--- config.mk ---
export PLATFORM = sky130hd
export DESIGN_NAME = md_tag_event_encoder_top_flat
export DESIGN_NICKNAME = d
export VERILOG_FILES = /design/src/hdl/mdte_pkg.sv /design/src/hdl/mdte_req_if.sv /design/src/hdl/mdte_rsp_if.sv /design/src/hdl/mdte_ram.sv /design/src/hdl/mdte_obuf.sv /design/src/hdl/mdte_seq.sv /design/src/hdl/md_tag_event_encoder_top.sv /design/src/flat_wrapper.sv
export SDC_FILE = /design/constraint.sdc
export NUM_CORES = 1
export LEC_CHECK = 0
export ABC_AREA = 1
export BUFFER_PORTS_ARGS = -buffer_cell sky130_fd_sc_hd__buf_2
export CAP_MARGIN = 0
export CORE_ASPECT_RATIO = 1.1
export CORE_MARGIN = 2
export CORE_UTILIZATION = 40
export DETAILED_ROUTE_END_ITERATION = 10
export SLEW_MARGIN = 10
export SYNTH_ARGS = -nofsm -noshare
export SYNTH_HDL_FRONTEND = slang
export SYNTH_SLANG_ARGS = --single-unit
--- constraint.sdc ---
create_clock -name clock -period 10.7 [get_ports clock]
set_clock_uncertainty 0.1 [all_clocks]
set_input_delay 1.605 -clock clock [delete_from_list [all_inputs] [get_ports clock]]
set_output_delay 1.605 -clock clock [all_outputs]
set_load 0.02 [all_outputs]
--- src/hdl/mdte_pkg.sv ---
// shared constants, types and helper functions of the md tag event encoder
// no dependencies
`timescale 1ns / 1ps

package mdte_pkg;

   // longest deletion run that is buffered
   localparam int MAX_DELETION_BASES = 64;
   // results kept per input item
   localparam int RESULT_CAP = 40;

   localparam int DEL_LEN_W  = $clog2(MAX_DELETION_BASES + 1);
   // deletion codes are stored two to an entry, first code in the high nibble
   localparam int DEL_DEPTH  = (MAX_DELETION_BASES + 1) / 2;
   localparam int DEL_ADDR_W = (DEL_DEPTH > 1) ? $clog2(DEL_DEPTH) : 1;
   localparam int RES_CNT_W  = $clog2(RESULT_CAP + 1);

   localparam logic [15:0] EVENT_MAX = 16'hFFFF;
   localparam logic [16:0] BYTE_SAT  = 17'h1FFFF;

   localparam logic [7:0] EV_MATCH    = 8'd0;
   localparam logic [7:0] EV_MISMATCH = 8'd1;
   localparam logic [7:0] EV_DELETION = 8'd2;

   localparam logic [7:0] ASCII_0       = 8'h30;
   localparam logic [7:0] ASCII_9       = 8'h39;
   localparam logic [7:0] ASCII_CARET   = 8'h5E;
   localparam logic [7:0] ASCII_UPPER_A = 8'h41;
   localparam logic [7:0] ASCII_UPPER_Z = 8'h5A;
   localparam logic [7:0] ASCII_LOWER_A = 8'h61;
   localparam logic [7:0] ASCII_LOWER_Z = 8'h7A;
   localparam logic [7:0] ASCII_CASE    = 8'h20;

   // iupac code table "=ACMGRSVTWYHKDBN", index is the code
   localparam logic [7:0] CODE_TABLE [16] = '{
      8'h3D, 8'h41, 8'h43, 8'h4D, 8'h47, 8'h52, 8'h53, 8'h56,
      8'h54, 8'h57, 8'h59, 8'h48, 8'h4B, 8'h44, 8'h42, 8'h4E
   };
   localparam logic [4:0] CODE_NONE = 5'd16;

   typedef enum logic [1:0] {
      MODE_IDLE,
      MODE_MATCH,
      MODE_DELETION
   } mode_type;

   typedef enum logic [1:0] {
      CH_DIGIT,
      CH_CARET,
      CH_LETTER,
      CH_OTHER
   } char_kind_type;

   typedef enum logic [2:0] {
      ERR_OK,
      ERR_MATCH_OVF,
      ERR_DEL_LEN,
      ERR_DEL_BASE,
      ERR_MIS_BASE,
      ERR_BAD_CHAR,
      ERR_COUNT_OVF,
      ERR_PAYLOAD_OVF
   } err_type;

   typedef enum logic [3:0] {
      ST_IDLE,
      ST_MAIN,
      ST_MIS_TYPE,
      ST_MIS_CODE,
      ST_MF_CHK,
      ST_MF_BYTE,
      ST_DF_CHK,
      ST_DF_HDR,
      ST_DF_RD,
      ST_DF_EMIT,
      ST_ERR,
      ST_FILL,
      ST_MARK
   } fsm_type;

   // sequencer to output buffer
   typedef struct packed {
      logic        put;
      logic [7:0]  data;
      logic        fin;
      logic        mark;
      err_type     code;
      logic [15:0] ev_total;
      logic [15:0] pay_total;
   } cmd_type;

   // output buffer to sequencer
   typedef struct packed {
      logic put_ok;
      logic fin_ok;
      logic any_res;
   } stat_type;

   function automatic char_kind_type kind_of(input logic [7:0] c);
      char_kind_type k;
      if (c >= ASCII_0 && c <= ASCII_9) begin
         k = CH_DIGIT;
      end else if (c == ASCII_CARET) begin
         k = CH_CARET;
      end else if ((c >= ASCII_UPPER_A && c <= ASCII_UPPER_Z) ||
                   (c >= ASCII_LOWER_A && c <= ASCII_LOWER_Z)) begin
         k = CH_LETTER;
      end else begin
         k = CH_OTHER;
      end
      return k;
   endfunction

   // code of a letter, CODE_NONE when it is not in the table
   function automatic logic [4:0] code_of(input logic [7:0] c);
      logic [7:0] u;
      logic [4:0] code;
      u = (c >= ASCII_LOWER_A && c <= ASCII_LOWER_Z) ? c - ASCII_CASE : c;
      code = CODE_NONE;
      for (int i = 0; i < 16; i++) begin
         if (CODE_TABLE[i] == u) begin
            code = 5'(i);
         end
      end
      return code;
   endfunction

endpackage

--- src/hdl/mdte_req_if.sv ---
// input channel of the md tag event encoder: one tag character per item
// no dependencies
`timescale 1ns / 1ps

interface mdte_req_if;
   logic       valid;
   logic       ready;
   logic [7:0] char_in;
   logic       last_char;

   modport source (output valid, output char_in, output last_char, input ready);
   modport sink (input valid, input char_in, input last_char, output ready);
endinterface

--- src/hdl/mdte_rsp_if.sv ---
// result channel of the md tag event encoder: one payload byte per item
// no dependencies
`timescale 1ns / 1ps

interface mdte_rsp_if;
   logic        valid;
   logic        ready;
   logic [7:0]  out_byte;
   logic        run_last;
   logic        string_done;
   logic [2:0]  error_code;
   logic [15:0] event_total;
   logic [15:0] payload_total;

   modport source (
      output valid, output out_byte, output run_last, output string_done,
      output error_code, output event_total, output payload_total, input ready
   );
   modport sink (
      input valid, input out_byte, input run_last, input string_done,
      input error_code, input event_total, input payload_total, output ready
   );
endinterface

--- src/hdl/mdte_ram.sv ---
// generic simple dual port ram, one write and one registered read port
// no dependencies
`timescale 1ns / 1ps

module mdte_ram #(
   parameter int WIDTH = 8,
   parameter int DEPTH = 32,
   localparam int ADDR_W = (DEPTH > 1) ? $clog2(DEPTH) : 1
) (
   input  logic              clock,
   input  logic              we,
   input  logic [ADDR_W-1:0] waddr,
   input  logic [WIDTH-1:0]  wdata,
   input  logic              re,
   input  logic [ADDR_W-1:0] raddr,
   output logic [WIDTH-1:0]  rdata
);

   logic [WIDTH-1:0] mem_ff [DEPTH];
   logic [WIDTH-1:0] rdata_ff;

   always_ff @(posedge clock) begin
      if (we) begin
         mem_ff[waddr] <= wdata;
      end
      // read data holds while re is low
      if (re) begin
         rdata_ff <= mem_ff[raddr];
      end
   end

   assign rdata = rdata_ff;

endmodule

--- src/hdl/mdte_obuf.sv ---
// result buffer: one held-back result, the output register and the per item cap
// depends on mdte_pkg and mdte_rsp_if
`timescale 1ns / 1ps

module mdte_obuf (
   input  logic               clock,
   input  logic               reset,
   input  mdte_pkg::cmd_type  cmd,
   output mdte_pkg::stat_type stat,
   mdte_rsp_if.source         rsp
);

   logic                           pend_v_ff, pend_v_in;
   logic [7:0]                     pend_byte_ff, pend_byte_in;
   logic [mdte_pkg::RES_CNT_W-1:0] cnt_ff, cnt_in;

   logic                           out_v_ff, out_v_in;
   logic [7:0]                     out_byte_ff, out_byte_in;
   logic                           out_rl_ff, out_rl_in;
   logic                           out_done_ff, out_done_in;
   mdte_pkg::err_type              out_code_ff, out_code_in;
   logic [15:0]                    out_ev_ff, out_ev_in;
   logic [15:0]                    out_pay_ff, out_pay_in;

   logic out_free;
   logic capped;

   assign out_free = !out_v_ff || rsp.ready;
   // results past the cap are dropped, the held one then takes the final marks
   assign capped   = cnt_ff >= mdte_pkg::RES_CNT_W'(mdte_pkg::RESULT_CAP);

   assign stat.put_ok  = capped || !pend_v_ff || out_free;
   assign stat.fin_ok  = !pend_v_ff || out_free;
   assign stat.any_res = cnt_ff != '0;

   always_comb begin
      pend_v_in    = pend_v_ff;
      pend_byte_in = pend_byte_ff;
      cnt_in       = cnt_ff;
      out_v_in     = out_v_ff && !rsp.ready;
      out_byte_in  = out_byte_ff;
      out_rl_in    = out_rl_ff;
      out_done_in  = out_done_ff;
      out_code_in  = out_code_ff;
      out_ev_in    = out_ev_ff;
      out_pay_in   = out_pay_ff;

      if (cmd.put && stat.put_ok && !capped) begin
         if (pend_v_ff) begin
            out_v_in    = 1'b1;
            out_byte_in = pend_byte_ff;
            out_rl_in   = 1'b0;
            out_done_in = 1'b0;
            out_code_in = mdte_pkg::ERR_OK;
            out_ev_in   = '0;
            out_pay_in  = '0;
         end
         pend_v_in    = 1'b1;
         pend_byte_in = cmd.data;
         cnt_in       = cnt_ff + 1'b1;
      end else if (cmd.fin && stat.fin_ok) begin
         if (pend_v_ff) begin
            out_v_in    = 1'b1;
            out_byte_in = pend_byte_ff;
            out_rl_in   = 1'b1;
            out_done_in = cmd.mark;
            out_code_in = cmd.mark ? cmd.code : mdte_pkg::ERR_OK;
            out_ev_in   = cmd.mark ? cmd.ev_total : 16'd0;
            out_pay_in  = cmd.mark ? cmd.pay_total : 16'd0;
         end
         pend_v_in = 1'b0;
         cnt_in    = '0;
      end
   end

   always_ff @(posedge clock) begin
      if (reset) begin
         pend_v_ff <= 1'b0;
         cnt_ff    <= '0;
         out_v_ff  <= 1'b0;
      end else begin
         pend_v_ff <= pend_v_in;
         cnt_ff    <= cnt_in;
         out_v_ff  <= out_v_in;
      end
      pend_byte_ff <= pend_byte_in;
      out_byte_ff  <= out_byte_in;
      out_rl_ff    <= out_rl_in;
      out_done_ff  <= out_done_in;
      out_code_ff  <= out_code_in;
      out_ev_ff    <= out_ev_in;
      out_pay_ff   <= out_pay_in;
   end

   assign rsp.valid         = out_v_ff;
   assign rsp.out_byte      = out_byte_ff;
   assign rsp.run_last      = out_rl_ff;
   assign rsp.string_done   = out_done_ff;
   assign rsp.error_code    = out_code_ff;
   assign rsp.event_total   = out_ev_ff;
   assign rsp.payload_total = out_pay_ff;

endmodule

--- src/hdl/mdte_seq.sv ---
// parse sequencer: tag state, deletion buffer access and event byte generation
// depends on mdte_pkg and mdte_req_if
`timescale 1ns / 1ps

module mdte_seq (
   input  logic                            clock,
   input  logic                            reset,
   mdte_req_if.sink                        req,
   output mdte_pkg::cmd_type               cmd,
   input  mdte_pkg::stat_type              stat,
   output logic                            ram_we,
   output logic [mdte_pkg::DEL_ADDR_W-1:0] ram_waddr,
   output logic [7:0]                      ram_wdata,
   output logic                            ram_re,
   output logic [mdte_pkg::DEL_ADDR_W-1:0] ram_raddr,
   input  logic [7:0]                      ram_rdata
);

   localparam int LW = mdte_pkg::DEL_LEN_W;

   mdte_pkg::fsm_type       state_ff, state_in;
   mdte_pkg::mode_type      mode_ff, mode_in;
   logic [31:0]             acc_ff, acc_in;
   logic [LW-1:0]           dlen_ff, dlen_in;
   logic                    dbad_ff, dbad_in;
   logic [3:0]              prev_code_ff, prev_code_in;
   logic [15:0]             ev_ff, ev_in;
   logic [16:0]             bc_ff, bc_in;
   logic                    disc_ff, disc_in;

   mdte_pkg::char_kind_type kind_ff, kind_in;
   logic [4:0]              val_ff, val_in;
   logic                    last_ff, last_in;
   logic                    post_ff, post_in;
   logic [2:0]              idx_ff, idx_in;
   logic [LW-1:0]           pk_ff, pk_in;
   mdte_pkg::err_type       err_ff, err_in;
   logic                    mark_ff, mark_in;

   logic                    in_ready;
   logic                    clear_str;
   logic                    count_byte;
   logic [31:0]             acc_base;
   logic [35:0]             acc_next;
   logic [15:0]             dlen_wide;
   logic [LW-1:0]           dlen_half;
   logic [LW-1:0]           pk_next;
   logic                    more_pairs;
   logic [3:0]              code4;
   logic [15:0]             pay_total;
   mdte_pkg::char_kind_type in_kind;

   assign req.ready = in_ready;
   assign in_kind   = mdte_pkg::kind_of(req.char_in);

   // acc * 10 + digit as (acc << 3) + (acc << 1) + digit
   assign acc_base  = (mode_ff == mdte_pkg::MODE_MATCH) ? acc_ff : 32'd0;
   assign acc_next  = {1'b0, acc_base, 3'b000} + {3'b000, acc_base, 1'b0}
                    + {32'd0, val_ff[3:0]};
   assign dlen_wide = 16'(dlen_ff);
   assign dlen_half = dlen_ff >> 1;
   assign pk_next   = pk_ff + 1'b1;
   assign more_pairs = {pk_next, 1'b0} < {1'b0, dlen_ff};
   assign code4     = val_ff[4] ? 4'd0 : val_ff[3:0];
   assign pay_total = bc_ff[16] ? 16'hFFFF : bc_ff[15:0];

   always_comb begin
      state_in     = state_ff;
      mode_in      = mode_ff;
      acc_in       = acc_ff;
      dlen_in      = dlen_ff;
      dbad_in      = dbad_ff;
      prev_code_in = prev_code_ff;
      ev_in        = ev_ff;
      bc_in        = bc_ff;
      disc_in      = disc_ff;
      kind_in      = kind_ff;
      val_in       = val_ff;
      last_in      = last_ff;
      post_in      = post_ff;
      idx_in       = idx_ff;
      pk_in        = pk_ff;
      err_in       = err_ff;
      mark_in      = mark_ff;

      in_ready   = 1'b0;
      clear_str  = 1'b0;
      count_byte = 1'b0;
      cmd        = '0;
      ram_we     = 1'b0;
      ram_waddr  = dlen_half[mdte_pkg::DEL_ADDR_W-1:0];
      ram_wdata  = dlen_ff[0] ? {prev_code_ff, code4} : {code4, 4'd0};
      ram_re     = 1'b0;
      ram_raddr  = pk_ff[mdte_pkg::DEL_ADDR_W-1:0];

      unique case (state_ff)
         mdte_pkg::ST_IDLE: begin
            in_ready = 1'b1;
            if (req.valid) begin
               if (disc_ff) begin
                  // rest of a failed string, dropped up to its last character
                  if (req.last_char) begin
                     disc_in   = 1'b0;
                     clear_str = 1'b1;
                  end
               end else begin
                  kind_in = in_kind;
                  last_in = req.last_char;
                  post_in = 1'b0;
                  mark_in = 1'b0;
                  unique case (in_kind)
                     mdte_pkg::CH_DIGIT:  val_in = {1'b0, req.char_in[3:0]};
                     mdte_pkg::CH_LETTER: val_in = mdte_pkg::code_of(req.char_in);
                     mdte_pkg::CH_CARET,
                     mdte_pkg::CH_OTHER:  val_in = 5'd0;
                  endcase
                  // close a pending event that this character cannot extend
                  priority if (in_kind == mdte_pkg::CH_DIGIT &&
                               mode_ff == mdte_pkg::MODE_DELETION) begin
                     state_in = mdte_pkg::ST_DF_CHK;
                  end else if (in_kind == mdte_pkg::CH_CARET &&
                               mode_ff == mdte_pkg::MODE_DELETION) begin
                     state_in = mdte_pkg::ST_DF_CHK;
                  end else if ((in_kind == mdte_pkg::CH_CARET ||
                                in_kind == mdte_pkg::CH_LETTER) &&
                               mode_ff == mdte_pkg::MODE_MATCH) begin
                     state_in = mdte_pkg::ST_MF_CHK;
                  end else begin
                     state_in = mdte_pkg::ST_MAIN;
                  end
               end
            end
         end

         mdte_pkg::ST_MAIN: begin
            unique case (kind_ff)
               mdte_pkg::CH_DIGIT: begin
                  if (acc_next[35:32] != 4'd0) begin
                     err_in   = mdte_pkg::ERR_MATCH_OVF;
                     state_in = mdte_pkg::ST_ERR;
                  end else begin
                     acc_in  = acc_next[31:0];
                     mode_in = mdte_pkg::MODE_MATCH;
                     if (last_ff) begin
                        post_in  = 1'b1;
                        state_in = mdte_pkg::ST_MF_CHK;
                     end else begin
                        state_in = stat.any_res ? mdte_pkg::ST_MARK : mdte_pkg::ST_IDLE;
                     end
                  end
               end
               mdte_pkg::CH_CARET: begin
                  mode_in = mdte_pkg::MODE_DELETION;
                  dlen_in = '0;
                  dbad_in = 1'b0;
                  if (last_ff) begin
                     post_in  = 1'b1;
                     state_in = mdte_pkg::ST_DF_CHK;
                  end else begin
                     state_in = stat.any_res ? mdte_pkg::ST_MARK : mdte_pkg::ST_IDLE;
                  end
               end
               mdte_pkg::CH_LETTER: begin
                  if (mode_ff == mdte_pkg::MODE_DELETION) begin
                     if (dlen_ff >= LW'(mdte_pkg::MAX_DELETION_BASES)) begin
                        err_in   = mdte_pkg::ERR_DEL_LEN;
                        state_in = mdte_pkg::ST_ERR;
                     end else begin
                        // odd positions complete the pair started before
                        ram_we       = 1'b1;
                        prev_code_in = code4;
                        dbad_in      = dbad_ff | val_ff[4];
                        dlen_in      = dlen_ff + 1'b1;
                        if (last_ff) begin
                           post_in  = 1'b1;
                           state_in = mdte_pkg::ST_DF_CHK;
                        end else begin
                           state_in = stat.any_res ? mdte_pkg::ST_MARK : mdte_pkg::ST_IDLE;
                        end
                     end
                  end else if (val_ff[4]) begin
                     err_in   = mdte_pkg::ERR_MIS_BASE;
                     state_in = mdte_pkg::ST_ERR;
                  end else if (ev_ff == mdte_pkg::EVENT_MAX) begin
                     err_in   = mdte_pkg::ERR_COUNT_OVF;
                     state_in = mdte_pkg::ST_ERR;
                  end else begin
                     ev_in    = ev_ff + 1'b1;
                     state_in = mdte_pkg::ST_MIS_TYPE;
                  end
               end
               mdte_pkg::CH_OTHER: begin
                  err_in   = mdte_pkg::ERR_BAD_CHAR;
                  state_in = mdte_pkg::ST_ERR;
               end
            endcase
         end

         mdte_pkg::ST_MIS_TYPE: begin
            cmd.put  = 1'b1;
            cmd.data = mdte_pkg::EV_MISMATCH;
            if (stat.put_ok) begin
               count_byte = 1'b1;
               state_in   = mdte_pkg::ST_MIS_CODE;
            end
         end

         mdte_pkg::ST_MIS_CODE: begin
            cmd.put  = 1'b1;
            cmd.data = {4'd0, val_ff[3:0]};
            if (stat.put_ok) begin
               count_byte = 1'b1;
               state_in   = last_ff ? mdte_pkg::ST_FILL : mdte_pkg::ST_MARK;
            end
         end

         mdte_pkg::ST_MF_CHK: begin
            if (ev_ff == mdte_pkg::EVENT_MAX) begin
               err_in   = mdte_pkg::ERR_COUNT_OVF;
               state_in = mdte_pkg::ST_ERR;
            end else begin
               ev_in    = ev_ff + 1'b1;
               idx_in   = 3'd0;
               state_in = mdte_pkg::ST_MF_BYTE;
            end
         end

         mdte_pkg::ST_MF_BYTE: begin
            cmd.put = 1'b1;
            unique case (idx_ff)
               3'd0:    cmd.data = mdte_pkg::EV_MATCH;
               3'd1:    cmd.data = acc_ff[7:0];
               3'd2:    cmd.data = acc_ff[15:8];
               3'd3:    cmd.data = acc_ff[23:16];
               default: cmd.data = acc_ff[31:24];
            endcase
            if (stat.put_ok) begin
               count_byte = 1'b1;
               idx_in     = idx_ff + 1'b1;
               if (idx_ff == 3'd4) begin
                  mode_in  = mdte_pkg::MODE_IDLE;
                  state_in = post_ff ? mdte_pkg::ST_FILL : mdte_pkg::ST_MAIN;
               end
            end
         end

         mdte_pkg::ST_DF_CHK: begin
            priority if (dlen_ff == '0) begin
               err_in   = mdte_pkg::ERR_DEL_LEN;
               state_in = mdte_pkg::ST_ERR;
            end else if (dbad_ff) begin
               err_in   = mdte_pkg::ERR_DEL_BASE;
               state_in = mdte_pkg::ST_ERR;
            end else if (ev_ff == mdte_pkg::EVENT_MAX) begin
               err_in   = mdte_pkg::ERR_COUNT_OVF;
               state_in = mdte_pkg::ST_ERR;
            end else begin
               ev_in    = ev_ff + 1'b1;
               idx_in   = 3'd0;
               state_in = mdte_pkg::ST_DF_HDR;
            end
         end

         mdte_pkg::ST_DF_HDR: begin
            cmd.put = 1'b1;
            unique case (idx_ff)
               3'd0:    cmd.data = mdte_pkg::EV_DELETION;
               3'd1:    cmd.data = dlen_wide[7:0];
               default: cmd.data = dlen_wide[15:8];
            endcase
            if (stat.put_ok) begin
               count_byte = 1'b1;
               idx_in     = idx_ff + 1'b1;
               if (idx_ff == 3'd2) begin
                  pk_in    = '0;
                  state_in = mdte_pkg::ST_DF_RD;
               end
            end
         end

         mdte_pkg::ST_DF_RD: begin
            ram_re   = 1'b1;
            state_in = mdte_pkg::ST_DF_EMIT;
         end

         mdte_pkg::ST_DF_EMIT: begin
            cmd.put  = 1'b1;
            cmd.data = ram_rdata;
            if (stat.put_ok) begin
               count_byte = 1'b1;
               pk_in      = pk_next;
               if (more_pairs) begin
                  state_in = mdte_pkg::ST_DF_RD;
               end else begin
                  mode_in  = mdte_pkg::MODE_IDLE;
                  dlen_in  = '0;
                  state_in = post_ff ? mdte_pkg::ST_FILL : mdte_pkg::ST_MAIN;
               end
            end
         end

         mdte_pkg::ST_ERR: begin
            cmd.put  = 1'b1;
            cmd.data = 8'd0;
            if (stat.put_ok) begin
               mark_in  = 1'b1;
               state_in = mdte_pkg::ST_MARK;
            end
         end

         mdte_pkg::ST_FILL: begin
            // a string that ends without a byte still gets one closing result
            mark_in = 1'b1;
            err_in  = bc_ff[16] ? mdte_pkg::ERR_PAYLOAD_OVF : mdte_pkg::ERR_OK;
            if (stat.any_res) begin
               state_in = mdte_pkg::ST_MARK;
            end else begin
               cmd.put  = 1'b1;
               cmd.data = 8'd0;
               if (stat.put_ok) begin
                  state_in = mdte_pkg::ST_MARK;
               end
            end
         end

         mdte_pkg::ST_MARK: begin
            cmd.fin       = 1'b1;
            cmd.mark      = mark_ff;
            cmd.code      = err_ff;
            cmd.ev_total  = ev_ff;
            cmd.pay_total = pay_total;
            if (stat.fin_ok) begin
               if (mark_ff) begin
                  clear_str = 1'b1;
                  disc_in   = !last_ff;
               end
               state_in = mdte_pkg::ST_IDLE;
            end
         end

         default: state_in = mdte_pkg::ST_IDLE;
      endcase

      if (count_byte && bc_ff != mdte_pkg::BYTE_SAT) begin
         bc_in = bc_ff + 1'b1;
      end

      if (clear_str) begin
         mode_in = mdte_pkg::MODE_IDLE;
         acc_in  = '0;
         dlen_in = '0;
         dbad_in = 1'b0;
         ev_in   = '0;
         bc_in   = '0;
      end
   end

   always_ff @(posedge clock) begin
      if (reset) begin
         state_ff <= mdte_pkg::ST_IDLE;
      end else begin
         state_ff <= state_in;
      end
   end

   always_ff @(posedge clock) begin
      if (reset) begin
         mode_ff <= mdte_pkg::MODE_IDLE;
         acc_ff  <= '0;
         dlen_ff <= '0;
         dbad_ff <= 1'b0;
         ev_ff   <= '0;
         bc_ff   <= '0;
         disc_ff <= 1'b0;
      end else begin
         mode_ff <= mode_in;
         acc_ff  <= acc_in;
         dlen_ff <= dlen_in;
         dbad_ff <= dbad_in;
         ev_ff   <= ev_in;
         bc_ff   <= bc_in;
         disc_ff <= disc_in;
      end
      prev_code_ff <= prev_code_in;
      kind_ff      <= kind_in;
      val_ff       <= val_in;
      last_ff      <= last_in;
      post_ff      <= post_in;
      idx_ff       <= idx_in;
      pk_ff        <= pk_in;
      err_ff       <= err_in;
      mark_ff      <= mark_in;
   end

endmodule

--- src/hdl/md_tag_event_encoder_top.sv ---
// md tag event encoder top: characters in, event bytes out; built from mdte_seq, mdte_ram, mdte_obuf
// steps: a character is taken in idle and decoded in main (a discarded one is only taken); match,
//   mismatch, deletion header and error bytes are put one by one, each packed deletion byte after a
//   ram read; flushes begin with a check; a fill step ends a tag; a closing step follows any results
// reset: synchronous, clears parse state and output valid; the deletion ram is not cleared
`timescale 1ns / 1ps

module md_tag_event_encoder_top (
   input logic        clock,
   input logic        reset,
   mdte_req_if.sink   req_ch,
   mdte_rsp_if.source rsp_ch
);

   // sequencer to result buffer
   mdte_pkg::cmd_type  cmd;
   mdte_pkg::stat_type stat;

   // deletion code buffer, two codes per entry
   logic                            ram_we;
   logic [mdte_pkg::DEL_ADDR_W-1:0] ram_waddr;
   logic [7:0]                      ram_wdata;
   logic                            ram_re;
   logic [mdte_pkg::DEL_ADDR_W-1:0] ram_raddr;
   logic [7:0]                      ram_rdata;

   // parser: owns match accumulator, deletion length and counters,
   // walks each character through flush, update and closing steps
   mdte_seq u_seq (
      .clock     (clock),
      .reset     (reset),
      .req       (req_ch),
      .cmd       (cmd),
      .stat      (stat),
      .ram_we    (ram_we),
      .ram_waddr (ram_waddr),
      .ram_wdata (ram_wdata),
      .ram_re    (ram_re),
      .ram_raddr (ram_raddr),
      .ram_rdata (ram_rdata)
   );

   // packed deletion codes, written while letters arrive and read on flush;
   // a read always comes after the write of the same entry
   mdte_ram #(
      .WIDTH (8),
      .DEPTH (mdte_pkg::DEL_DEPTH)
   ) u_del_ram (
      .clock (clock),
      .we    (ram_we),
      .waddr (ram_waddr),
      .wdata (ram_wdata),
      .re    (ram_re),
      .raddr (ram_raddr),
      .rdata (ram_rdata)
   );

   // holds back one result so the last of an item can take its marks,
   // then feeds the output register; the next item is taken while it waits
   mdte_obuf u_obuf (
      .clock (clock),
      .reset (reset),
      .cmd   (cmd),
      .stat  (stat),
      .rsp   (rsp_ch)
   );

endmodule

--- src/flat_wrapper.sv ---
// flat-port wrapper written by rule: the top's interface ports become plain ports
module md_tag_event_encoder_top_flat 
  (clock, reset, req_ch_valid, req_ch_char_in, req_ch_last_char, req_ch_ready, rsp_ch_valid, rsp_ch_out_byte, rsp_ch_run_last, rsp_ch_string_done, rsp_ch_error_code, rsp_ch_event_total, rsp_ch_payload_total, rsp_ch_ready);
  mdte_req_if req_ch_i ();
  mdte_rsp_if rsp_ch_i ();
  input logic clock;
  input logic reset;
  input wire logic [$bits(req_ch_i.valid)-1:0] req_ch_valid;
  input wire logic [$bits(req_ch_i.char_in)-1:0] req_ch_char_in;
  input wire logic [$bits(req_ch_i.last_char)-1:0] req_ch_last_char;
  output wire logic [$bits(req_ch_i.ready)-1:0] req_ch_ready;
  output wire logic [$bits(rsp_ch_i.valid)-1:0] rsp_ch_valid;
  output wire logic [$bits(rsp_ch_i.out_byte)-1:0] rsp_ch_out_byte;
  output wire logic [$bits(rsp_ch_i.run_last)-1:0] rsp_ch_run_last;
  output wire logic [$bits(rsp_ch_i.string_done)-1:0] rsp_ch_string_done;
  output wire logic [$bits(rsp_ch_i.error_code)-1:0] rsp_ch_error_code;
  output wire logic [$bits(rsp_ch_i.event_total)-1:0] rsp_ch_event_total;
  output wire logic [$bits(rsp_ch_i.payload_total)-1:0] rsp_ch_payload_total;
  input wire logic [$bits(rsp_ch_i.ready)-1:0] rsp_ch_ready;
  assign req_ch_i.valid = req_ch_valid;
  assign req_ch_i.char_in = req_ch_char_in;
  assign req_ch_i.last_char = req_ch_last_char;
  assign req_ch_ready = req_ch_i.ready;
  assign rsp_ch_valid = rsp_ch_i.valid;
  assign rsp_ch_out_byte = rsp_ch_i.out_byte;
  assign rsp_ch_run_last = rsp_ch_i.run_last;
  assign rsp_ch_string_done = rsp_ch_i.string_done;
  assign rsp_ch_error_code = rsp_ch_i.error_code;
  assign rsp_ch_event_total = rsp_ch_i.event_total;
  assign rsp_ch_payload_total = rsp_ch_i.payload_total;
  assign rsp_ch_i.ready = rsp_ch_ready;
  md_tag_event_encoder_top u_core (.clock(clock), .reset(reset), .req_ch(req_ch_i), .rsp_ch(rsp_ch_i));
endmodule
==> results, run 1 <==
- The endpoint of the worst hold path is u_core.u_obuf.rsp.out_byte[4]$_DFFE_PP_.
- Measured along the x axis, the die boundary spans 226.4 µm.
- At the worst endpoint, the arrival time is 4.97 ns.
- The clock tree from TritonCTS is yes.
- The number of gates resized after CTS was 0.
- The pin count of the biggest net entering global routing is 88.
- The most numerous cell in the Yosys netlist is nand2_1.
- In this run, the number of DRC markers left after iteration 0 of detailed routing was 1346.
- The fraction of synthesized cell area taken by the top area cell type is 47.48%.
- The share of post-route cells with drive strength above 1 is 9.296%.
- The terminus of the critical flop-to-flop path is u_core.u_seq.acc_ff[8]$_SDFFE_PP0P_.
- The clock net sink count is 432.
- The number of global-route vias before repair was 16120.
- The number of antenna diodes in the final layout is 0.
- The final cycle utilization of the critical path is 43.59%.
- The effective utilization at floorplan is 40.53%.
- The final-report max-slew violation count came to 0.
- Buffers added to address setup during post-CTS repair amount to 0.
- The top achievable clock speed is 0.2144 GHz.
- Subtracting the final worst setup slack from the clock period gives 4.664 ns.
- Synthesis produced a netlist whose cell count is 2323.
- After detailed placement, the total cell area comes to 22780 µm².
- Measured along the y axis, the die boundary spans 248.6 µm.
- For this run, the total global-route usage over all layers was measured as 19.96%.
- The floorplan has 89 rows.
- Headroom to the max-slew limit came out at 27.47%.
- In the routed layout, each cell is associated on average with a via count of 5.337.
- The quantity of I/O buffers inserted on ports is 59.
- In this run the deepest clock path goes through 3 buffers.
- At the worst endpoint, the required time is 11.00 ns.
- The reg-to-reg setup timing slack is 6.04 ns.
- The post-synthesis net count is 2431.
- The tool flagged a number of max-cap violations equal to 0.
- The final count of hold timing violations is 0.
- The full die area is 56270 µm².
- The initial antenna violation count was 0.
- In the synthesized netlist, the cells that appear most often are nand2_1 (352), nor2_1 (351), edfxtp_1 (344).
- The wire length reported by the detailed router is 56.33 mm.
- The number of inserted filler cells in the final layout is 5195.
- For this run, the leading register cell type out of synthesis is edfxtp_1.
- The number of stages on the worst hold path is 0.
- The number of nets with antenna violations after routing is 0.
- TritonCTS created 43 clock buffers.
- The clock insertion delay at the later pin of the skew report is 0.56 ns.
- After clock tree synthesis, the flow added hold-fix buffers numbering 0.
- Clock-pin slew was measured on the worst setup and hold paths at 0.06 ns.
- The first detailed-routing pass ran for 8 iterations.
- The areal power density over the cells is 184.0 nW/µm².
- The worst vdd rail ir drop is 117.1 µV.
- The number of enable flip-flop cells after synthesis is 344.
- The number of synthesized register bits is 432.
- In the final design database the tool counted 2472 nets.
- The critical path in this run is classified as reg -> reg.
- The netlist uses 67 different library cells.
- The number of synthesis warnings is 0.
- Relative to the synthesized area, the layout overhead comes to 11.42%.
- STA classifies the critical path startpoint as a flop.
- The worst hold path belongs to the class reg -> reg.
- The design area is 24240 µm².
- The area of the core region is 53670 µm².
- The total overflow left after global routing is 0.
- The largest fanout on the critical path is 56.
- Setup violations remaining at the end of the flow were counted as 0.
- For this block, the via count after detailed routing is 16690.
- The remaining design rule violation count is 0.
- The worst setup path is captured at a flop.
- After detailed routing, the average wire length per cell comes to 18.01 µm.
- Summed over all nets, the half-perimeter wirelength after detailed placement is 39.02 mm.
- For this design the static power due to leakage is 9.206 nW.
- Setup total negative slack on the finished layout was measured at 0 ns.
- The tree is rooted in a clkbuf_16.
- The largest total area in the synthesized netlist belongs to edfxtp_1.
- In this run the most critical hold path is launched from u_core.u_obuf.pend_byte_ff[4]$_DFFE_PP_.
- For this run, the register share of the synthesized area comes to 55.58%.
- Dividing the synthesized area by the synthesized cell count gives 9.365 µm².
- In the synthesized netlist the async set-or-reset flop fraction comes to 0%.
- The startpoint identified for the worst register-to-register timing path is u_core.u_seq.mode_ff[0]$_SDFFE_PP0P_.
- At the pin with the least slew margin, the transition time is 1.085 ns.
- The clock tree synthesis step divided the H-tree into 2 levels.
- The first global-routing pass estimated 89.20 mm of wire.
- The cell count of the worst reg-to-reg path is 21.
- At the end of routability-driven placement, the weighted congestion stood at 0.9154.
- 60 I/O pins were placed.
- The post-synth design cell area is 21760 µm².
- Ranked by total cell area, the synthesized netlist is headed by edfxtp_1 (47%), dfxtp_1 (8.1%), nand2_1 (6.1%).
- Setup repair after global routing left no endpoint under its margin.
- The run finished with clean final reports.
[kinds of logic (layout without fill, tap and decap cells)]
family	Yosys count	in the layout	synth area share, %
flops	432	432	55.58
fa+ha+maj	95	95	5.533
buf+inv	351	427	6.332
compound gates	526	526	13.71
xor+xnor	32	32	1.288
simple gates	887	887	17.56
[worst max-delay path: stages, from the launching register on]
cell and delay [ns]:
dfxtp_1 0.41, nand2_1 0.09, buf_4 0.23, nor2_1 0.18, inv_1 0.08, fa_1 0.53
inv_1 0.07, fa_1 0.46, nand2_1 0.08, nand2_1 0.09, nand3_1 0.10, nand2_1 0.12
nand2_1 0.09, nand2_1 0.10, nand2_1 0.10, nand2_1 0.05, nand2_1 0.05, nand2_1 0.07
nor2_2 0.15, nand3_2 0.75, o21ai_0 0.51, a21oi_1 0.08
[layout make-up]
cell class	count	area [µm²]	area share, %
repair buffers	79	445.4	1.838
inverters	268	1011	4.171
multi-input cells	1540	8325	34.35
clock inverters	24	249.0	1.027
flip-flops and latches	432	12090	49.88
well taps	728	910.9	3.758
clock buffers	56	1207	4.981
[worst max-delay path by stage]
stage / startpoint / endpoint
finish: u_core.u_seq.mode_ff[0]$_SDFFE_PP0P_ / u_core.u_seq.acc_ff[8]$_SDFFE_PP0P_
CTS: u_core.u_seq.mode_ff[1]$_SDFFE_PP0P_ / u_core.u_seq.acc_ff[28]$_SDFFE_PP0P_
detailed placement: u_core.u_seq.mode_ff[1]$_SDFFE_PP0P_ / u_core.u_seq.acc_ff[8]$_SDFFE_PP0P_
global route: u_core.u_seq.mode_ff[0]$_SDFFE_PP0P_ / u_core.u_seq.acc_ff[29]$_SDFFE_PP0P_
floorplan: rsp_ch_ready / u_core.u_obuf.rsp.error_code[0]$_SDFFCE_PP0P_
global placement: u_core.u_seq.mode_ff[1]$_SDFFE_PP0P_ / u_core.u_seq.acc_ff[31]$_SDFFE_PP0P_
[state kept, by name, summed over array words and instances, names as in the netlist, 2 cells and up]
register,count
u_core.u_del_ram.rdata,8
u_core.u_seq.prev_code_ff,4
u_core.u_seq.bc_ff,17
u_core.u_obuf.rsp.out_byte,8
u_core.u_seq.idx_ff,3
u_core.u_seq.ev_ff,16
u_core.u_seq.pk_ff,7
u_core.u_seq.kind_ff,2
u_core.u_seq.acc_ff,32
u_core.u_seq.mode_ff,2
u_core.u_del_ram.mem_ff,256
u_core.u_obuf.rsp.payload_total,16
u_core.u_obuf.cnt_ff,6
u_core.u_seq.val_ff,5
u_core.u_obuf.rsp.event_total,16
u_core.u_obuf.rsp.error_code,3
u_core.u_seq.err_ff,3
u_core.u_seq.state_ff,4
u_core.u_obuf.pend_byte_ff,8
u_core.u_seq.dlen_ff,7
[layout by cell type (no fill, tap or decap), types with 31 or more instances in the layout]
master     netlist  layout
nand2_1        352     351
nor2_1         351     347
edfxtp_1       344     344
inv_1          247     246
o21ai_0        230     227
a21oi_1        150     150
ha_1            93      93
dfxtp_1         88      88
nand3_1         69      68
buf_2           10      59
clkbuf_16        0      45
o22ai_1         41      41
nor3_1          32      31
o221ai_1        31      31
[where the power goes]
part	internal, W	switching [W]
clock network	0.000900	0.000647
logic	0.000204	0.000631
registers	0.00201	0.0000683
[per-stage QoR]
stage / total power (W) / cells / hold slack, ns / util [%] / setup slack [ns]
after global placement: 0.002920 / 3047 / 0.3059 / 42.44 / 6.345
after floorplan: 0.002644 / 2323 / 0.3003 / - / 6.378
after detailed placement: 0.002939 / 3047 / 0.3063 / 42.44 / 6.143
after CTS: 0.004482 / 3127 / 0.3233 / 45.16 / 6.123
after global routing: 0.004650 / 3127 / 0.3252 / 45.16 / 5.597
final: 0.004460 / 3127 / 0.3210 / 45.16 / 6.036
[metal layers]
layer	track usage (%)	vias to the layer above	routed length, µm
met5	0	-	0
met4	5.188	0	1157
met3	2.186	75	3076
met2	31.94	483	26160
met1	28.83	8024	25930
li1	-	8108	-
(Power assumes the default switching activity.)
==> run 2: changes to the inputs <==
clock period = 4.7 ns   (was 10.7 ns; I/O delays follow)
==> run 2 against run 1 <==
Clock power is 110% higher. Power is 120% higher. Via count is 0.20% higher. Sequential share of layout area is 0.24 points higher. Wire length is 0.34% higher. Maximum frequency is 16% higher. Largest power group unchanged.
==> results, run 2 (synthesis results as in run 1) <==
- The first TritonRoute pass finished after 5 iterations.
- The number of buffers inserted to repair setup after CTS is 0.
- The number of vias per cell after detailed routing is 5.345.
- The most repeated library cell on the critical path is nand2_1.
- The area added between synthesis and finish is 10.88%.
- Ranked by flip-flop count, first place goes to u_core.u_del_ram.mem_ff.
- The cell leakage power is 9.138 nW.
- STA puts the critical path data required time at 5.04 ns.
- The number of global-route vias before repair is 15830.
- The number of max-cap violations is 0.
- The number of nets with antenna violations after routing is 0.
- The run finished with clean final reports.
- The clock passes through at most 3 buffers.
- The number of primary I/O pins is 60.
- The vertical die dimension is 248.6 µm.
- The number of clock buffers inserted by TritonCTS is 42.
- Adding up every negative setup slack in the final design gives 0 ns.
- In this run the critical register-to-register path is launched from u_core.u_seq.mode_ff[0]$_SDFFE_PP0P_.
- Setup violations remaining at the end of the flow were counted as 0.
- The worst register-to-register path has a setup slack of 0.69 ns.
- During placement, the flow inserted port buffers numbering 59.
- The global routing met2 resource utilization is 31.60%.
- The met1 track demand over resource in global routing is 28.36%.
- After the first detailed-routing iteration, the DRC count stood at 1495.
- The clock tree from TritonCTS is yes.
- The effective utilization at floorplan is 40.53%.
- The cell row count is 89.
- The first-pass GRT wire length is 88.01 mm.
- The clock root buffer master is clkbuf_16.
- For this design the ratio of total power to cell area is 406.5 nW/µm².
- The initial antenna violation count is 0.
- Traced cell by cell, the critical path runs through nand2_1 -> buf_4 -> nor2_1 -> ha_1 -> ha_1 -> a21oi_1 -> nand2_1 -> a21oi_1 -> nand2_1 -> nand2_1 -> nand2_1 -> nand2_1 -> nand2_1 -> nor2_2 -> nand3_2 -> buf_4 -> o21ai_0 -> a21oi_1.
- The path type of the worst setup path is reg -> reg.
- For the worst flop-to-flop path, the logic depth is 18.
- The clock-pin transition on the worst setup and hold timing paths is 0.07 ns.
- Summed over all nets, the half-perimeter wirelength after detailed placement is 38.98 mm.
- In the global route stage, overall resource usage came out at 19.81%.
- The most heavily used metal layer in global routing is met2.
- The path with the worst hold slack has its endpoint at u_core.u_seq.last_ff$_DFFE_PP_.
- From left edge to right edge, the die measures 226.4 µm.
- The relative slew slack is 25.87%.
- Post-CTS repair changed the size of 0 cells.
- The highest-delay cell along the critical path is dfxtp_1.
- The largest fanout on the critical path is 38.
- The delay contributed by the slowest stage of the critical path is 0.39 ns.
- In this design, the largest share of critical-path delay is due to simple AND/OR/NAND/NOR gates.
- The met3 usage in global routing is 2.600%.
- The wire length reported by the detailed router is 56.52 mm.
- Counting every sink on the clock net gives 432.
- The worst-case IR drop observed on VDD is 244.3 µV.
- The wire length per cell is 18.06 µm.
- The count of buffer and inverter cells on the critical path is 2.
- At the pin with the least slew margin, the transition time is 1.105 ns.
- The worst min-delay path startpoint is req_ch_last_char.
- Dividing the final minimum period by the clock period gives 85.27%.
- In the final layout, the share of cells above drive strength 1 is 9.121%.
- The class of the worst hold path is in -> reg.
- The repair_antennas step left the layout with diodes totalling 0.
- The floorplan step defined a die boundary enclosing 56270 µm².
- Data arrives at the worst endpoint at 4.35 ns.
- The final net count is 2476.
- The area of the core region is 53670 µm².
- STA classifies the critical path startpoint as a flop.
- The number of flip-flops under the largest register name is 256.
- Entering global routing, the biggest net connects 106 pins.
- The detailed-route via count is 16720.
- The H-tree generated during clock tree synthesis spans 2 levels.
- The top cell types in the final layout, fill and taps aside, are nand2_1 (351), nor2_1 (346), edfxtp_1 (344).
- The clock insertion delay at the later pin of the skew report is 0.55 ns.
- Counting instances, the worst hold path has a depth of 1.
- In the final layout, the registers with the most flip-flops are u_core.u_del_ram.mem_ff: 256 flops, u_core.u_seq.acc_ff: 32 flops, u_core.u_seq.bc_ff: 17 flops.
- The final-report max-slew violation count came to 0.
- The shortest clock period the worst path allows after layout is 4.008 ns.
- The remaining global-route overflow is 0.
- The terminus of the critical flop-to-flop path is u_core.u_seq.acc_ff[7]$_SDFFE_PP0P_.
- The number of hold buffers added after CTS was 0.
- STA classifies the critical path endpoint as a flop.
- For this run, design rule violations remaining after detail routing come to 0.
- Cells fill 44.94% of the core in the end.
- Setup repair after global routing left no endpoint under its margin.
- The commonest non-fill, non-tap cell in the layout is nand2_1.
- After filler insertion, the fill cell instance count of the layout stands at 5188.
- At the end of routability-driven placement, the weighted congestion stood at 0.9044.
- The final count of hold timing violations is 0.
- The top achievable clock speed is 0.2495 GHz.
## run 2: cell types whose count changed in the layout (fill, tap and decap cells not counted), sizes merged
cell      change
buf           +5
clkinv        +2
clkinvlp      +1
inv           -2
bufinv        -4
## run 2: layout make-up
type | instances | area, µm² | area share [%]
inverter | 268 | 1011 | 4.191
clock inverter | 21 | 151.4 | 0.6276
tap | 728 | 910.9 | 3.776
timing repair buffer | 84 | 495.5 | 2.054
clock buffer | 56 | 1135 | 4.704
multi-input combinational | 1540 | 8328 | 34.52
sequential | 432 | 12090 | 50.12
## run 2: per-layer routing
layer	routed length (µm)	share of wire (%)
met1	25580	45
met2	26090	46
met3	3613	6.4
met4	1240	2.2
met5	0	0
## run 2: worst max path at each step
stage | endpoint | slack (ns) | startpoint | cells past startpoint
2_1_floorplan | u_core.u_obuf.rsp.error_code[0]$_SDFFCE_PP0P_ | 1.16 | u_core.u_seq.state_ff[3]$_SDFFE_PP0P_ | 10
3_3_place_gp | u_core.u_seq.acc_ff[2]$_SDFFE_PP0P_ | 0.82 | u_core.u_seq.mode_ff[1]$_SDFFE_PP0P_ | 22
3_5_place_dp | u_core.u_seq.acc_ff[7]$_SDFFE_PP0P_ | 0.73 | u_core.u_seq.mode_ff[1]$_SDFFE_PP0P_ | 17
4_1_cts | u_core.u_seq.acc_ff[17]$_SDFFE_PP0P_ | 0.70 | u_core.u_seq.mode_ff[0]$_SDFFE_PP0P_ | 16
5_1_grt | u_core.u_seq.acc_ff[7]$_SDFFE_PP0P_ | 0.27 | u_core.u_seq.mode_ff[0]$_SDFFE_PP0P_ | 20
6_report | u_core.u_seq.acc_ff[7]$_SDFFE_PP0P_ | 0.69 | u_core.u_seq.mode_ff[0]$_SDFFE_PP0P_ | 18
## run 2: per-stage QoR
step | instances | hold slack [ns] | power, W | setup WS, ns | area, µm²
4_1_cts | 3129 | 0.2749 | 0.009858 | 0.6960 | 24120
3_5_place_dp | 3052 | 0.3054 | 0.006693 | 0.7263 | 22830
5_1_grt | 3129 | 0.2818 | 0.01024 | 0.2725 | 24120
3_3_place_gp | 3052 | 0.3067 | 0.006654 | 0.8153 | 22830
2_1_floorplan | 2323 | 0.3003 | 0.006019 | 1.158 | 21760
6_report | 3129 | 0.3075 | 0.009806 | 0.6922 | 24120
## run 2: worst reg2reg max path, cell delays in order, from the launching register on
cell     delay [ns]
dfxtp_1        0.39
nand2_1        0.15
buf_4          0.23
nor2_1         0.22
ha_1           0.28
ha_1           0.37
a21oi_1        0.30
nand2_1        0.10
a21oi_1        0.14
nand2_1        0.17
nand2_1        0.16
nand2_1        0.07
nand2_1        0.06
nand2_1        0.06
nor2_2         0.16
nand3_2        0.30
buf_4          0.36
o21ai_0        0.21
a21oi_1        0.06
## run 2: power breakdown
group | leakage (nW) | switching [W] | total [W] | internal [W]
Sequential | 3.86 | 0.000158 | 0.00473 | 0.00458
Clock | 0.620 | 0.00146 | 0.00318 | 0.00172
Combinational | 4.66 | 0.00142 | 0.00189 | 0.000470
Total | 9.14 | 0.00304 | 0.00981 | 0.00677
